<file path="config.mk">
export PLATFORM = sky130hd
export DESIGN_NAME = periodic_soft_timer_table
export DESIGN_NICKNAME = d
export VERILOG_FILES = /design/src/hw/rtl/pst_pkg.sv /design/src/hw/rtl/pst_ram.sv /design/src/hw/rtl/pst_ctrl.sv /design/src/hw/rtl/pst_dp.sv /design/src/hw/rtl/periodic_soft_timer_table.sv
export SDC_FILE = /design/constraint.sdc
export NUM_CORES = 1
export LEC_CHECK = 0
export BUFFER_PORTS_ARGS = -buffer_cell sky130_fd_sc_hd__buf_2
export CORE_MARGIN = 1.5
export CORE_UTILIZATION = 39
export CTS_BUF_LIST = sky130_fd_sc_hd__clkbuf_8
export CTS_CLUSTER_DIAMETER = 150
export CTS_CLUSTER_SIZE = 28
export DETAILED_ROUTE_END_ITERATION = 10
export GPL_ROUTABILITY_DRIVEN = 1
export GPL_TIMING_DRIVEN = 0
export SYNTH_ARGS = -nofsm -noshare
export SYNTH_HDL_FRONTEND = slang
export SYNTH_SLANG_ARGS = --single-unit
</file>
<file path="constraint.sdc">
create_clock -name i_clk -period 5.81 [get_ports i_clk]
set_clock_uncertainty 0.15 [all_clocks]
set_input_delay 0.581 -clock i_clk [delete_from_list [all_inputs] [get_ports i_clk]]
set_output_delay 0.581 -clock i_clk [all_outputs]
set_load 0.005 [all_outputs]
</file>
<file path="src/hw/rtl/pst_pkg.sv">
// Shared types and codes for the periodic soft timer table.
// Request and result payloads, timer entry layout, and the
// command and status bundles between the controller and the datapath.
package pst_pkg;

    // Operation codes of a request
    localparam logic [1:0] OP_TICK   = 2'd0;
    localparam logic [1:0] OP_CREATE = 2'd1;
    localparam logic [1:0] OP_SET    = 2'd2;

    // Timer run states
    localparam logic [1:0] ST_ACTIVE = 2'd1;
    localparam logic [1:0] ST_DONE   = 2'd2;

    typedef struct packed {
        logic [1:0]  op;
        logic [2:0]  slot_index;
        logic [15:0] start_count;
        logic [15:0] reload_period;
        logic [1:0]  run_state;
    } t_req;

    typedef struct packed {
        logic [7:0] fired_mask;
        logic [2:0] assigned_slot;
        logic       error;
        logic [3:0] timers_in_use;
    } t_rsp;

    // One timer as stored in the entry RAM
    typedef struct packed {
        logic [15:0] count;
        logic [15:0] period;
        logic [1:0]  status;
    } t_entry;

    // Controller to datapath
    typedef struct packed {
        logic capture;     // latch the incoming request, clear result fields
        logic exec_write;  // perform create or set
        logic start_tick;  // rewind the sweep index, read entry zero
        logic step;        // update the current entry, advance the index
        logic publish;     // load the result into the output register
    } t_cmd;

    // Datapath to controller
    typedef struct packed {
        logic [1:0] op;
        logic       used_zero;
        logic       idx_last;
        logic       out_free;
    } t_sts;

endpackage

</file>
<file path="src/hw/rtl/pst_ram.sv">
// Generic simple dual-port RAM: one write port, one read port, registered read.
// No dependencies.
module pst_ram #(
    parameter int WIDTH = 34,
    parameter int DEPTH = 8,
    localparam int ADDR_W = (DEPTH > 1) ? $clog2(DEPTH) : 1
) (
    input  logic              i_clk,
    input  logic              i_we,
    input  logic [ADDR_W-1:0] i_waddr,
    input  logic [WIDTH-1:0]  i_wdata,
    input  logic [ADDR_W-1:0] i_raddr,
    output logic [WIDTH-1:0]  o_rdata
);

    logic [WIDTH-1:0] r_mem [DEPTH];
    logic [WIDTH-1:0] r_rdata;

    // Write port
    always_ff @(posedge i_clk) begin
        if (i_we) begin
            r_mem[i_waddr] <= i_wdata;
        end
    end

    // Registered read port
    always_ff @(posedge i_clk) begin
        r_rdata <= r_mem[i_raddr];
    end

    assign o_rdata = r_rdata;

endmodule

</file>
<file path="src/hw/rtl/pst_ctrl.sv">
// Sequencing state machine of the periodic soft timer table.
// Depends on pst_pkg for the command and status bundles and the op codes.
module pst_ctrl (
    input  logic            i_clk,
    input  logic            i_rst_n,
    input  logic            i_valid,
    output logic            o_stall,
    input  pst_pkg::t_sts   i_sts,
    output pst_pkg::t_cmd   o_cmd
);

    localparam logic [1:0] S_IDLE   = 2'd0;
    localparam logic [1:0] S_DECODE = 2'd1;
    localparam logic [1:0] S_UPDATE = 2'd2;
    localparam logic [1:0] S_FINISH = 2'd3;

    logic [1:0] r_state;
    logic [1:0] n_state;

    // Next state and commands
    always_comb begin
        o_cmd   = '0;
        n_state = r_state;
        unique case (r_state)
            S_IDLE: begin
                if (i_valid) begin
                    o_cmd.capture = 1'b1;
                    n_state       = S_DECODE;
                end
            end
            S_DECODE: begin
                unique case (i_sts.op)
                    pst_pkg::OP_TICK: begin
                        if (i_sts.used_zero) begin
                            n_state = S_FINISH;
                        end else begin
                            o_cmd.start_tick = 1'b1;
                            n_state          = S_UPDATE;
                        end
                    end
                    pst_pkg::OP_CREATE, pst_pkg::OP_SET: begin
                        o_cmd.exec_write = 1'b1;
                        n_state          = S_FINISH;
                    end
                    default: begin
                        n_state = S_FINISH;
                    end
                endcase
            end
            S_UPDATE: begin
                o_cmd.step = 1'b1;
                if (i_sts.idx_last) begin
                    n_state = S_FINISH;
                end
            end
            S_FINISH: begin
                if (i_sts.out_free) begin
                    o_cmd.publish = 1'b1;
                    n_state       = S_IDLE;
                end
            end
            default: begin
                n_state = S_IDLE;
            end
        endcase
    end

    // State register
    always_ff @(posedge i_clk) begin
        if (!i_rst_n) begin
            r_state <= S_IDLE;
        end else begin
            r_state <= n_state;
        end
    end

    // Take a new request only when idle
    assign o_stall = (r_state != S_IDLE);

endmodule

</file>
<file path="src/hw/rtl/pst_dp.sv">
// Datapath of the periodic soft timer table: request register, entry RAM,
// slot count, tick sweep, result and output registers.
// Depends on pst_pkg and pst_ram.
module pst_dp #(
    parameter int NUM_TIMERS = 8
) (
    input  logic            i_clk,
    input  logic            i_rst_n,
    input  pst_pkg::t_req   i_req,
    input  logic            i_stall,
    input  pst_pkg::t_cmd   i_cmd,
    output pst_pkg::t_sts   o_sts,
    output logic            o_valid,
    output pst_pkg::t_rsp   o_rsp
);

    localparam int AW = (NUM_TIMERS > 1) ? $clog2(NUM_TIMERS) : 1;
    localparam int UW = $clog2(NUM_TIMERS + 1);
    localparam int EW = $bits(pst_pkg::t_entry);

    pst_pkg::t_req   r_req;
    logic [UW-1:0]   r_used;
    logic [AW-1:0]   r_idx;
    logic [7:0]      r_mask;
    logic [2:0]      r_slot;
    logic            r_err;
    logic            r_valid;
    pst_pkg::t_rsp   r_rsp;

    logic            ram_we;
    logic [AW-1:0]   ram_waddr;
    logic [AW-1:0]   ram_raddr;
    pst_pkg::t_entry ram_wdata;
    logic [EW-1:0]   ram_rbits;
    pst_pkg::t_entry rd_entry;
    pst_pkg::t_entry upd_entry;
    pst_pkg::t_entry new_entry;
    logic            fire;

    logic [7:0]      used8;
    logic [7:0]      slot8;
    logic [7:0]      idx8;
    logic            full;
    logic            set_ok;
    logic [UW+3:0]   used_ext;

    // Timer entries
    pst_ram #(
        .WIDTH (EW),
        .DEPTH (NUM_TIMERS)
    ) u_ram (
        .i_clk   (i_clk),
        .i_we    (ram_we),
        .i_waddr (ram_waddr),
        .i_wdata (ram_wdata),
        .i_raddr (ram_raddr),
        .o_rdata (ram_rbits)
    );

    assign rd_entry = ram_rbits;

    // Slot bookkeeping in a common width
    assign used8  = 8'(r_used);
    assign slot8  = 8'(r_req.slot_index);
    assign idx8   = 8'(r_idx);
    assign full   = (used8 >= 8'(NUM_TIMERS));
    assign set_ok = (slot8 < used8) && (slot8 < 8'(NUM_TIMERS));

    assign new_entry.count  = r_req.start_count;
    assign new_entry.period = r_req.reload_period;
    assign new_entry.status = r_req.run_state;

    // Age one active timer: fire and reload or finish at zero, else count down
    always_comb begin
        upd_entry = rd_entry;
        fire      = 1'b0;
        if (rd_entry.status == pst_pkg::ST_ACTIVE) begin
            if (rd_entry.count == 16'd0) begin
                fire = 1'b1;
                if (rd_entry.period != 16'd0) begin
                    upd_entry.count = rd_entry.period - 16'd1;
                end else begin
                    upd_entry.status = pst_pkg::ST_DONE;
                end
            end else begin
                upd_entry.count = rd_entry.count - 16'd1;
            end
        end
    end

    // Write port: sweep write-back, or create / set
    always_comb begin
        ram_we    = 1'b0;
        ram_waddr = r_idx;
        ram_wdata = upd_entry;
        if (i_cmd.step) begin
            ram_we = 1'b1;
        end else if (i_cmd.exec_write) begin
            ram_wdata = new_entry;
            if (r_req.op == pst_pkg::OP_CREATE) begin
                ram_we    = !full;
                ram_waddr = AW'(r_used);
            end else begin
                ram_we    = set_ok;
                ram_waddr = AW'(r_req.slot_index);
            end
        end
    end

    // Read one entry ahead of the write-back
    assign ram_raddr = i_cmd.step ? (r_idx + AW'(1)) : '0;

    // Latch the request
    always_ff @(posedge i_clk) begin
        if (i_cmd.capture) begin
            r_req <= i_req;
        end
    end

    // Count created timers
    always_ff @(posedge i_clk) begin
        if (!i_rst_n) begin
            r_used <= '0;
        end else if (i_cmd.exec_write && r_req.op == pst_pkg::OP_CREATE && !full) begin
            r_used <= r_used + UW'(1);
        end
    end

    // Advance the sweep index
    always_ff @(posedge i_clk) begin
        if (i_cmd.start_tick) begin
            r_idx <= '0;
        end else if (i_cmd.step) begin
            r_idx <= r_idx + AW'(1);
        end
    end

    // Collect result fields
    always_ff @(posedge i_clk) begin
        if (i_cmd.capture) begin
            r_mask <= '0;
            r_slot <= '0;
            r_err  <= 1'b0;
        end else begin
            if (i_cmd.step && fire) begin
                r_mask <= r_mask | (8'd1 << r_idx);
            end
            if (i_cmd.exec_write) begin
                if (r_req.op == pst_pkg::OP_CREATE) begin
                    if (full) begin
                        r_err <= 1'b1;
                    end else begin
                        r_slot <= 3'(r_used);
                    end
                end else begin
                    r_err <= !set_ok;
                end
            end
        end
    end

    assign used_ext = {4'd0, r_used};

    // Output register: hold until taken
    always_ff @(posedge i_clk) begin
        if (!i_rst_n) begin
            r_valid <= 1'b0;
        end else if (i_cmd.publish) begin
            r_valid <= 1'b1;
        end else if (!i_stall) begin
            r_valid <= 1'b0;
        end
    end

    always_ff @(posedge i_clk) begin
        if (i_cmd.publish) begin
            r_rsp.fired_mask    <= r_mask;
            r_rsp.assigned_slot <= r_slot;
            r_rsp.error         <= r_err;
            r_rsp.timers_in_use <= used_ext[3:0];
        end
    end

    assign o_valid = r_valid;
    assign o_rsp   = r_rsp;

    // Status to the controller
    assign o_sts.op        = r_req.op;
    assign o_sts.used_zero = (r_used == '0);
    assign o_sts.idx_last  = ((idx8 + 8'd1) == used8);
    assign o_sts.out_free  = !r_valid || !i_stall;

endmodule

</file>
<file path="src/hw/rtl/periodic_soft_timer_table.sv">
// Top level of the periodic soft timer table.
// Joins pst_ctrl and pst_dp; payload types come from pst_pkg.
//
// A table of up to NUM_TIMERS software timers, each with a 16-bit count,
// a 16-bit reload period and a run state, held in a small RAM. Every request
// gives exactly one result. Requests are handled one at a time; a tick
// sweeps the created entries through the single read port of the entry
// RAM, one entry per cycle, with each write-back overlapped with the read
// of the next entry. A result waits in an output register; if it is still
// held there, the next request is taken but its result waits until the
// register frees. Entry storage is not cleared at reset; only entries of
// created slots affect results.
module periodic_soft_timer_table #(
    parameter int NUM_TIMERS = 8
) (
    input  logic           i_clk,
    input  logic           i_rst_n,
    input  logic           i_valid,
    output logic           o_stall,
    input  pst_pkg::t_req  i_req,
    output logic           o_valid,
    input  logic           i_stall,
    output pst_pkg::t_rsp  o_rsp
);

    pst_pkg::t_cmd cmd;
    pst_pkg::t_sts sts;

    pst_ctrl u_ctrl (
        .i_clk   (i_clk),
        .i_rst_n (i_rst_n),
        .i_valid (i_valid),
        .o_stall (o_stall),
        .i_sts   (sts),
        .o_cmd   (cmd)
    );

    pst_dp #(
        .NUM_TIMERS (NUM_TIMERS)
    ) u_dp (
        .i_clk   (i_clk),
        .i_rst_n (i_rst_n),
        .i_req   (i_req),
        .i_stall (i_stall),
        .i_cmd   (cmd),
        .o_sts   (sts),
        .o_valid (o_valid),
        .o_rsp   (o_rsp)
    );

endmodule

</file>
# Word level (Yosys, flattened, before mapping)
# Memories as Yosys holds them, arrays and structs flattened. A register that Yosys moved wholly into a read port is not among the register bits.
# Index checks and enable logic that the tools add are counted.
dict set report totals {
  register_bits 77
  latchBits 0
  mem_bits_rw 272
  romBits 0
  output_inout_bits 18
  mem_count 1
}
# name words word_bits rd rd_clocked_by_memory_dff wr line_no
set mem_list {}
lappend mem_list {u_dp.u_ram.r_mem 8 34 1 1 1 pst_ram.sv:16} ;# logic [WIDTH-1:0] r_mem [DEPTH];
dict set report classes {
  n_addsub 5
  n_mul 0
  n_div 0
  order_cmp 3
  eq_ne 12
  n_shift 1
  n_mux 38
  n_bitwise 2
  n_reduce_logical 19
}
# op count
set ops {}
lappend ops {{34-bit two-way mux} 2}
lappend ops {{16-bit two-way mux} 3}
lappend ops {{16-bit by 1-bit subtractor with 16-bit output (second input constant)} 2}
lappend ops {{1-bit two-way mux} 20}
lappend ops {{16-bit logical NOT} 1}
lappend ops {{2-bit two-way mux} 8}
lappend ops {{16-bit nonzero test} 1}
lappend ops {{3-bit two-way mux} 4}
lappend ops {{8-bit by 4-bit == test with 1-bit output} 1}
lappend ops {{8-bit OR} 1}
lappend ops {{2-bit one-hot mux with 4 select lines} 1}
lappend ops {{1-bit by 3-bit << shifter with 8-bit output (first input constant)} 1}
lappend ops {{2-bit by 1-bit == test with 1-bit output (second input constant)} 3}
lappend ops {{2-bit == test (second input constant)} 3}
lappend ops {{2-bit inequality test (second input constant)} 3}
lappend ops {{3-bit AND reduction} 2}
lappend ops {{3-bit by 1-bit adder with 4-bit output (second input constant)} 1}
lappend ops {{4-bit by 1-bit adder with 4-bit output (second input constant)} 1}
lappend ops {{4-bit >= comparator (second input constant)} 1}
lappend ops {{1-bit logical AND} 4}
lappend ops {{1-bit logical NOT} 4}
lappend ops {{2-bit logical NOT} 2}
lappend ops {{4-bit logical NOT} 1}
lappend ops {{3-bit by 4-bit less-than comparator with 1-bit output} 1}
lappend ops {{other kinds (8)} 9}

# Logic depth before layout (Yosys ltp)
# Gate-level depths: netlist (run 1).
dict set report logic_depth {
  word_depth 8
  ltp_mapped 9
  mapped_depth_nobuf 8
}

# Modules after synthesis
# From an unflattened synthesis (run 1), not the netlist that was laid out.
dict set report hier_totals {
  cells_unflattened 885
  hier_area_um2 15417.3
}
# mod n_inst cells_per_inst area_each_um2 seq_area_each_um2
set modules_own_cells {}
lappend modules_own_cells {pst_ram 1 441 11083.1 8848.5}
lappend modules_own_cells {pst_dp 1 411 4060.1 2052.0}
lappend modules_own_cells {pst_ctrl 1 33 274.0 40.0}

# Worst setup path before layout (run 1)
# OpenSTA, ideal clock, no wires.
dict set report synth_path {
  kind {reg2reg}
  start {register u_dp.r_used[1]}
  end {memory u_dp.u_ram.r_mem[0][0] (enable)}
  setup_time_ps 510
  arrival_ps 4815
  setup_slack_ps 335
  stages_incl_launch_ff 8
  period_less_slack_ps 5475
  path_cell_list {dfxtp_1 inv_1 ha_1 a21o_1 a21oi_1 or3_1 a41oi_1 nor4_1}
}
dict set report synth_between {
  elab_chain_cells 7
  elab_cells_between_ends 12
  classes_between {2 x order compare; 8 x mux; 2 x reduce/logical}
}
# item line_no
set synth_lines {}
lappend synth_lines {{from (decl)} pst_dp.sv:22} ;# logic [UW-1:0] r_used;
lappend synth_lines {{from (signal assigned)} pst_dp.sv:125} ;# r_used <= r_used + UW'(1);
lappend synth_lines {{3-bit by 4-bit less-than comparator with 1-bit output or 4-bit >= comparator (tied branches)} {pst_dp.sv:67, pst_dp.sv:66}}
lappend synth_lines {{1-bit logical AND or 1-bit logical NOT (tied branches)} {pst_dp.sv:67, pst_dp.sv:101}}
lappend synth_lines {{1-bit two-way mux} pst_dp.sv:100} ;# if (r_req.op == pst_pkg::OP_CREATE) begin
lappend synth_lines {{1-bit two-way mux} pst_dp.sv:98} ;# end else if (i_cmd.exec_write) begin
lappend synth_lines {{1-bit two-way mux} pst_dp.sv:96} ;# if (i_cmd.step) begin
lappend synth_lines {{1-bit two-way mux} pst_ram.sv:21} ;# if (i_we) begin
lappend synth_lines {{1-bit two-way mux (not written as such)} pst_ram.sv:22} ;# r_mem[i_waddr] <= i_wdata;
lappend synth_lines {{to (decl)} pst_ram.sv:16}
# Parallel ways exist; a longest one is shown, timed or not.

# Worst setup path in the final report (run 1)
dict set report layout_path {
  start {register u_dp.r_idx[2]}
  end {register u_dp.u_ram.r_rdata[15], in the netlist u_dp.u_ram.o_rdata[15] (read register of u_dp.u_ram.r_mem)}
}
dict set report layout_between {
  elab_chain_cells 2
}
# item line_no
set layout_lines {}
lappend layout_lines {{from (decl)} pst_dp.sv:23} ;# logic [AW-1:0] r_idx;
lappend layout_lines {{from (signal assigned)} pst_dp.sv:134} ;# r_idx <= r_idx + AW'(1);
lappend layout_lines {{3-bit by 1-bit adder with 3-bit output} pst_dp.sv:111} ;# assign ram_raddr = i_cmd.step ? (r_idx + AW'(1)) : '0;
lappend layout_lines {{3-bit two-way mux} pst_dp.sv:111}
lappend layout_lines {{to (decl)} pst_ram.sv:17} ;# logic [WIDTH-1:0] r_rdata;
# No other way between the ends.
# A chain may end at the register's enable or synchronous reset.

==> flow_results.org, run 1 <==
** Run status
- Run status :: finished, final reports clean

** STA
- Slew @ Worst Pin :: 1.25 ns
- The worst path uses around two thirds of the clock period.
- Once routing completed, OpenROAD measured the worst setup slack at about 1.9 ns.
- The worst pin sits at a relative slew slack of between 10% and 20%.
- Hold violation total from the final report :: 0
- Setup violations remaining at the end of the flow were counted as 0.
- Derived from the worst setup path, the maximum achievable clock frequency is 258 MHz.
- Max-slew violation count :: 0
- Shortest period the worst path allows :: 3.88 ns
- Setup repair after global routing left no endpoint under its margin.

** Global route
- Summed over all layers, the global routing overflow is 0.
- Global routing used between 10% and 20% of the available tracks across all layers.
- The number of antenna violations at the first check in global routing came to 1.
- Wire length of the first global-routing pass :: 50000 um
- Entering global routing, the biggest net connects 32 pins.
- The via count of the first global-routing pass was 8182.

** Cells and area
- Most frequent cells in the layout :: edfxtp_1, nand2_1, mux4_2
- At the end of the flow, the number of nets in the layout was 1104.
- Most frequent standard cell in the layout excluding fill and tap cells :: edfxtp_1
- The number of antenna diodes in the final layout is 0.
- The layout has 3434 filler cells.
- Cells fill 44.8% of the core in the end.
- Area Growth Syn to Fin :: 13.5%
- Fraction of final layout cells sized beyond drive strength 1 :: 24.0%

** Logic synthesis
- Cell accounting for the most synthesized area :: edfxtp_1
- The netlist uses 57 different library cells.
- Count of state elements after synthesis :: 383
- Synth top area share :: 64.5%
- By area the synthesized netlist is led by edfxtp_1, mux4_2, dfxtp_1.
- After technology mapping, the gate count stands at between 800 and 900.
- Summing the sequential cell areas from Yosys gives 71.9% of the chip area.
- For this run, the leading register cell type out of synthesis is edfxtp_1.
- Summing every instance area after synthesis gives 15200 um^2.
- Of the total synthesized cell area, the portion taken by XOR and XNOR cells is 1.27%.
- Warnings, synthesis :: 0
- Combinational family with the most area after synthesis :: multiplexers
- Summing the areas of all fa, ha and maj instances in the mapped netlist gives 1.73% of the synthesized area.
- Post-synthesis mux area share :: a little over an eighth
- Number of flops mapped to enable cells by yosys :: 327
- Ys async rst share :: 0%
- The synthesized netlist devotes between 3 and 4% of its cell area to compound gates.
- The number of nets in the synthesized netlist is 949.
- Basic-gate share of the synthesized area counting and, or, nand and nor cells :: between 6 and 7%
- Each instance of the synthesized netlist takes up on average 17.2 um^2.

** Die
- From bottom edge to top edge, the die measures 201 um.
- The die covers 40200 um^2.
- Floorplan row count :: 72
- Total I/O pin count :: 61
- Measured along the x axis, the die boundary spans 201 um.
- After floorplanning, the core was sized to cover about 39000 um^2.
- Initial standard-cell utilization of the core :: 39.5%

** CTS
- The clock drives 383 sinks.
- After clock tree synthesis, the clock-pin slew on the worst setup and hold paths is 0.16 ns.
- Counting along the longest clock path gives a buffer depth of 3.
- Clock latency on the worst-skew pair :: 0.59 ns
- Gates resized during post-CTS repair numbered 0.
- Master cell of the clock root buffer :: clkbuf_8
- Counting the buffers created by CTS gives 17.
- Clock tree from TritonCTS :: done
- In this run the number of H-tree levels came out at 1.
- Post-CTS timing repair inserted 0 buffers for setup.

** Hold path
- Hold crit path type :: in -> reg

** Placed design
- Detailed placer's ending HPWL :: between 20000 and 25000 um
- At the placement stage, the worst setup path has a slack of 1.94 ns.
- At the end of routability-driven placement, the weighted congestion stood at 0.878.
- Count of port buffers added during placement :: 60

** Route
- Number of DRC violations after detailed routing :: 0
- Average wire per cell in the routed design :: 20.9 um
- Sum of routed wire length over all layers :: approximately 33000 um
- Before antenna repair, the detailed router went through 5 iterations.
- Topmost layer with routed signal wires :: met4
- Summed over all nets, wire length on met3 after detailed routing comes to 1570 um.
- In the routed layout, each cell is associated on average with a via count of 5.20.
- In this run the remaining antenna-violating nets after routing total 0.
- Vias :: between 8000 and 9000
- Met2 Routed Length :: 15500 um
- Number of design-rule violations left by the first detailed-router iteration :: roughly 680
- For this block, wires on met1 add up to around 15000 um.

** Power and ir drop
- For this design the ratio of total power to cell area is 446 nW/um^2.
- IR drop worst, VDD :: 0.182 mV
- The analysis attributes to cell leakage a power of 5.81 nW.

** Worst setup path
- Of all nets on the critical path, the largest fanout is 10.
- Arrival @ worst endpoint :: 4.22 ns
- Worst EP required :: ~6.2 ns
- The setup path with the least slack is of type reg -> reg.
- Crit path capture type :: flop
- The worst setup path is launched from a flop.

** Flow run
- Maxcap violations :: 0
==> state kept, by name, summed over array words and instances (netlist names), 2 cells and up <==
register            count
u_dp.r_used             4
u_dp.o_rsp             16
u_dp.u_ram.r_mem      272
u_dp.new_entry         34
u_dp.o_sts              2
u_dp.r_slot             3
u_dp.r_mask             8
u_dp.r_req              3
u_ctrl.r_state          2
u_dp.r_idx              3
u_dp.u_ram.o_rdata     34
==> worst max-delay path: stages, from the launching register on <==
cell      delay, ns
dfxtp_1        0.37
clkbuf_1       0.32
inv_1          0.08
ha_1           0.29
clkbuf_1       0.34
nor2_1         0.81
clkbuf_1       0.73
mux4_2         0.42
mux2_2         0.27
==> Yosys cell counts, types with 2 or more instances <==
| master | number |
|---|---|
| mux2i_1 | 6 |
| or4_4 | 2 |
| a211oi_1 | 3 |
| and3_1 | 4 |
| a22o_1 | 4 |
| nor3b_1 | 2 |
| mux4_2 | 68 |
| a31oi_1 | 6 |
| dfxtp_1 | 56 |
| nor3_2 | 2 |
| mux2_2 | 37 |
| a211o_1 | 2 |
| o21a_1 | 2 |
| nor2_1 | 44 |
| o21ai_0 | 16 |
| inv_1 | 20 |
| a21oi_1 | 36 |
| nor4_1 | 6 |
| nor4_4 | 3 |
| clkbuf_1 | 22 |
| buf_6 | 3 |
| nor3_1 | 25 |
| a21o_1 | 3 |
| or3_1 | 5 |
| nand4_1 | 7 |
| edfxtp_1 | 327 |
| ha_1 | 21 |
| nand2b_1 | 5 |
| nand2_1 | 74 |
| buf_1 | 5 |
| or4_1 | 4 |
| xnor2_1 | 11 |
| o22a_1 | 2 |
| buf_2 | 6 |
| nor2b_1 | 4 |
| xor2_1 | 11 |
| nand3_1 | 11 |
==> per-stage QoR <==
| stage | TNS (ns) | std cells | hold slack, ns | total power [mW] | instance area, um^2 |
|---|---|---|---|---|---|
| detailed placement | 0 | 1500 | 0.273 | 6.70 | 16600 |
| floorplan | 0 | 885 | 0.252 | 5.80 | 15200 |
| finish | 0 | 1569 | 0.114 | 7.72 | 17300 |
| global placement | -619.35 | 1463 | 0.272 | 6.60 | 16200 |
| CTS | 0 | 1569 | 0.0739 | 7.78 | 17300 |
| global route | 0 | 1569 | 0.0922 | 8.12 | 17300 |
==> area by class of cell <==
class,instances,area (um^2),share of cell area (%)
inverters,20,75.1,0.434
clock inverters,13,60.1,0.347
flip-flops and latches,383,10900,63.3
multi-input cells,446,4090,23.6
repair buffers,136,1070,6.22
clock buffers,17,234,1.35
well taps,518,648,3.75
plain buffers,36,166,0.963
==> logic make-up after synthesis <==
group / Yosys count
buf+inv: 56
simple gates: 206
xor+xnor: 22
compound gates: 86
mux: 111
flops: 383
fa+ha+maj: 21
==> where the power goes <==
group | total [mW] | switching (mW) | internal [mW] | leakage [nW]
registers | 4.14 | 0.271 | 3.87 | 3.44
logic | 2.50 | 1.54 | 0.962 | 2.19
clock network | 1.07 | 0.789 | 0.286 | 0.187
total | 7.72 | 2.60 | 5.12 | 5.81
==> layer usage <==
layer,vias up,track usage (%)
met1,4161,23.6
li1,3753,-
met4,0,3.14
met5,-,0
met2,211,26.6
met3,34,2.00
==> path summary, 6_finish.rpt <==
path         slack, ns                      to           start  depth (start not counted)
max               1.93  u_dp.u_ram.o_rdata[15]   u_dp.r_idx[2]                          8
min reg2reg       0.31          u_dp.o_rsp[14]  u_dp.r_mask[6]                          0
min               0.11            u_dp.o_valid         i_rst_n                          2
max reg2reg       1.93  u_dp.u_ram.o_rdata[15]   u_dp.r_idx[2]                          8
==> timing repair <==
item	CTS	global route
endpoints found under the setup margin	0	0
hold buffers	39	0
endpoints found under the hold margin	39	0
No activity file was read; power rests on OpenSTA's default activity.
==> run 2: changes to the inputs <==
--- a/config.mk
+++ b/config.mk
@@ -5,6 +5,7 @@
 export SDC_FILE = /design/constraint.sdc
 export NUM_CORES = 1
 export LEC_CHECK = 0
+export ABC_AREA = 1
 export BUFFER_PORTS_ARGS = -buffer_cell sky130_fd_sc_hd__buf_2
 export CORE_MARGIN = 1.5
 export CORE_UTILIZATION = 39
==> constraint.sdc (replaced) <==
create_clock -name i_clk -period 3.1 [get_ports i_clk]
set_clock_uncertainty 0.15 [all_clocks]
set_input_delay 0.31 -clock i_clk [delete_from_list [all_inputs] [get_ports i_clk]]
set_output_delay 0.31 -clock i_clk [all_outputs]
set_load 0.005 [all_outputs]
==> flow_results.org, run 2 <==
** Die
- Total Die Area :: 41100 um^2 (was 40200 um^2)
- The number of top-level pins is 61 (unchanged).
- The die boundary width was 203 um (was 201 um).
- The initial standard-cell utilization of the core is 39.8% (was 39.5%).
- Core outline area :: 39000 um^2 (was 38600 um^2)
- Floorplan row count :: 72 (unchanged)
- Vertical die dimension :: 203 um (was 201 um)

** STA
- The worst slew margin relative to its limit was 24.0% (was 16.6%).
- Number of endpoints failing setup at the final stage :: 0 (unchanged)
- Max-slew violation count :: 0 (unchanged)
- Hold violation total from the final report :: 0 (unchanged)
- The minimum setup slack in the final design came to 0.147 ns (was 1.93 ns).
- Post-route clock period utilization :: 95.3% (was 66.7%)
- The time the worst path needs with I/O delays and setup came to 2.95 ns (was 3.88 ns).
- Slew @ Worst Pin :: 1.13 ns (was 1.25 ns)
- Achievable Freq :: 339 MHz (was 258 MHz)

** Logic synthesis
- Warnings, synthesis :: 0 (unchanged)
- The cell count after synthesis came to 1304 (was 885).
- The sequential-to-total area share from yosys stat is 70.4% (was 71.9%).
- Ys async rst share :: 0% (unchanged)
- The share of the synthesized area in the top cell type came to 63.2% (was 64.5%).
- Synthesized area per cell :: 11.9 um^2 (was 17.2 um^2)
- Total nets after synthesis :: 1368 (was 949)
- The number of distinct library cells after synthesis was 34 (was 57).
- Post-synthesis instance area :: 15500 um^2 (was 15200 um^2)
- The number of synthesized register bits is 383 (unchanged).
- Cell types with the highest counts after synthesis: edfxtp_1, nand2_1, nand3_1 (was edfxtp_1, nand2_1, mux4_2).
- Number of flops mapped to enable cells by yosys :: 327 (unchanged)
- The primary flip-flop cell chosen by synthesis mapping is edfxtp_1 (unchanged).
- Cell types with the largest area share after synthesis :: edfxtp_1, dfxtp_1, nand2_1 (was edfxtp_1, mux4_2, dfxtp_1)
- The post-synthesis cell type with the largest combined area was edfxtp_1 (unchanged).
- Dominant cell by count in the synthesized netlist :: edfxtp_1 (unchanged)

** Cells and area
- Register with the most flip-flops :: u_dp.u_ram.r_mem (unchanged)
- The layout net count was 1515 (was 1104).
- The most common library cell in the layout ignoring fill and taps is edfxtp_1 (unchanged).
- The number of flip-flops in the largest register was 272 (unchanged).
- Fraction of final layout cells sized beyond drive strength 1 :: 11.8% (was 24.0%)
- The post-route standard cell area excluding fillers is 17700 um^2 (was 17300 um^2).
- Area Growth Syn to Fin :: 13.9% (was 13.5%)
- Most frequent cells in the layout: edfxtp_1, nand2_1, nand3_1 (was edfxtp_1, nand2_1, mux4_2).
- The final-layout fill cell count came to 3512 (was 3434).
- The final non-filler cell total came to 1980 (was 1569).
- The final antenna diode count came to 0 (unchanged).

** Worst setup path
- The kind of capture point of the worst setup path is a flop (unchanged).
- The worst-path maximum fanout came to 16 (was 10).
- Worst EP required :: 3.26 ns (was 6.15 ns)
- The startpoint class of the critical path was a flop (unchanged).
- The critical path arrival is 3.11 ns (was 4.22 ns).
- The type of the worst setup path was reg -> reg (unchanged).

** Flow run
- The number of max-capacitance violations reported was 0 (unchanged).

** CTS
- The clock insertion delay at the later pin of the skew report came to 0.62 ns (was 0.59 ns).
- H-tree depth :: 1 (unchanged)
- CTS sink cnt :: 383 (unchanged)
- The number of buffers added by the clock tree synthesis step is 17 (unchanged).
- The CTS tree is done (unchanged).
- Clk pin slew, worst setup/hold paths :: 0.17 ns (was 0.16 ns)
- The CTS root buffer was clkbuf_8 (unchanged).
- The maximum number of buffers from clock root to sink came to 3 (unchanged).

** Placed design
- The count of input and output buffers is 60 (unchanged).
- Pre-CTS worst setup slack :: -0.860 ns (was 1.94 ns)
- Placement-stage cell area :: 16800 um^2 (was 16600 um^2)
- Post-Place Cells :: 1891 (was 1500)
- Routability-driven placement congestion ratio :: 0.946 (was 0.878)
- Detailed placer's ending HPWL :: 28600 um (was 22700 um)

** Power and ir drop
- The part of the total power dissipated in the clock network came to 12.6% (was 13.9%).
- IR drop worst, VDD :: 0.336 mV (was 0.182 mV)
- Switching power of the nets :: 6.32 mW (was 2.60 mW)
- The internal portion of total power was 9.67 mW (was 5.12 mW).
- Total Power :: 16.0 mW (was 7.72 mW)
- Sequential fraction of design power :: 49.7% (was 53.7%)
- The switching share of power came to 39.5% (was 33.6%).
- The reported leakage power is 6.32 nW (was 5.81 nW).
- PwrDens :: 903 nW/um^2 (was 446 nW/um^2)
- Proportion of power drawn by combinational gates :: 37.7% (was 32.4%)

** Run status
- Run status: finished, final reports clean (unchanged).

** Route
- Number of design-rule violations left by the first detailed-router iteration :: 1075 (was 682)
- Detail-routed via count per cell :: 5.37 (was 5.20)
- Vias :: 10600 (was 8159)
- The residual DRC count is 0 (unchanged).
- The total wire length was 42900 um (was 32700 um).
- The number of search-and-repair iterations in the first detailed-routing pass was 5 (unchanged).
- The remaining antenna violation count is 0 (unchanged).
- Average wire per cell in the routed design :: 21.7 um (was 20.9 um)

** Hold path
- Hold crit path type :: in -> reg (unchanged)

** Global route
- Via count of the first global-routing pass :: 10300 (was 8182)
- The combined global-route utilization of all metal layers is 20.7% (was 16.3%).
- The largest net degree at the start of global routing came to 31 (was 32).
- The number of antenna violations at the first check in global routing was 0 (was 1).
- The total congestion overflow came to 0 (unchanged).
- Wire length of the first global-routing pass :: 64000 um (was 50000 um)
-- run 2: power groups by stage --
stage	logic, mW	registers, mW	clock network [mW]
after floorplan	3.54	7.87	0
after global placement	5.41	8.10	0
after detailed placement	5.70	8.05	0
after CTS	5.87	7.93	2.07
after global routing	6.60	8.01	2.23
final	6.03	7.94	2.02
-- run 2: final cells by class --
| type | count | area, um^2 | share of cell area, % |
|---|---|---|---|
| sequential | 383 | 10900 | 61.8 |
| multi-input combinational | 766 | 4080 | 23.1 |
| timing repair buffer | 128 | 1100 | 6.22 |
| tap | 518 | 648 | 3.66 |
| inverter | 94 | 357 | 2.01 |
| buffer | 61 | 285 | 1.61 |
| clock buffer | 17 | 234 | 1.32 |
| clock inverter | 13 | 60.1 | 0.339 |
-- run 2: critical path: stages, from the launching register on --
cell and delay, ns:
dfxtp_1 0.38, inv_1 0.13, ha_1 0.24, nand2_1 0.17, nor2_4 0.23, inv_1 0.17, o21ai_0 0.35, nand3_1 0.31
nor2_4 0.28, buf_12 0.21
-- run 2: per-stage QoR --
stage | util (%) | TNS [ns] | hold slack, ns
3_5_place_dp | 43.0 | -134.61 | 0.268
4_1_cts | 45.2 | 0 | 0.217
6_report | 45.4 | 0 | 0.243
2_1_floorplan | - | -101.92 | 0.253
5_1_grt | 45.4 | -2.77 | 0.219
3_3_place_gp | 42.3 | -666.05 | 0.264
-- run 2: timing repair --
item | CTS | global route
hold buffers | 42 | 0
pin swaps | 8 | 1
setup buffers | 13 | 4
hold endpoints to repair | 49 | 0
resized for setup | 11 | 15
endpoints found under the setup margin | 331 | 371
-- run 2: logic make-up after synthesis --
logic type	count (synthesis)	synth area share [%]
AND/OR/NAND/NOR	503	13.6
XOR/XNOR	19	1.07
flip-flops	383	70.4
AO/OA/AOI/OAI	223	9.20
buffers and inverters	155	4.02
adder cells (fa/ha/maj)	21	1.69
-- run 2: worst paths after layout --
| kind | slack [ns] | to | start | cells past startpoint |
|---|---|---|---|---|
| hold / removal | 0.24 | u_dp.new_entry[13] | i_req[13] | 2 |
| setup / recovery | 0.15 | u_dp.u_ram.r_mem[4][11] | u_ctrl.r_state[1] | 9 |
| hold reg to reg | 0.30 | u_dp.o_rsp[11] | u_dp.r_mask[3] | 0 |
| setup reg to reg | 0.15 | u_dp.u_ram.r_mem[4][11] | u_ctrl.r_state[1] | 9 |
-- run 2: metal layers --
metal / share of wire (%) / track usage [%] / wire (um) / up-vias
li1: - / - / - / 4960
met1: 45 / 29.7 / 19100 / 5230
met2: 46 / 33.5 / 19900 / 381
met3: 6.5 / 2.22 / 2800 / 64
met4: 2.5 / 5.56 / 1080 / 0
met5: 0 / 0 / 0 / -
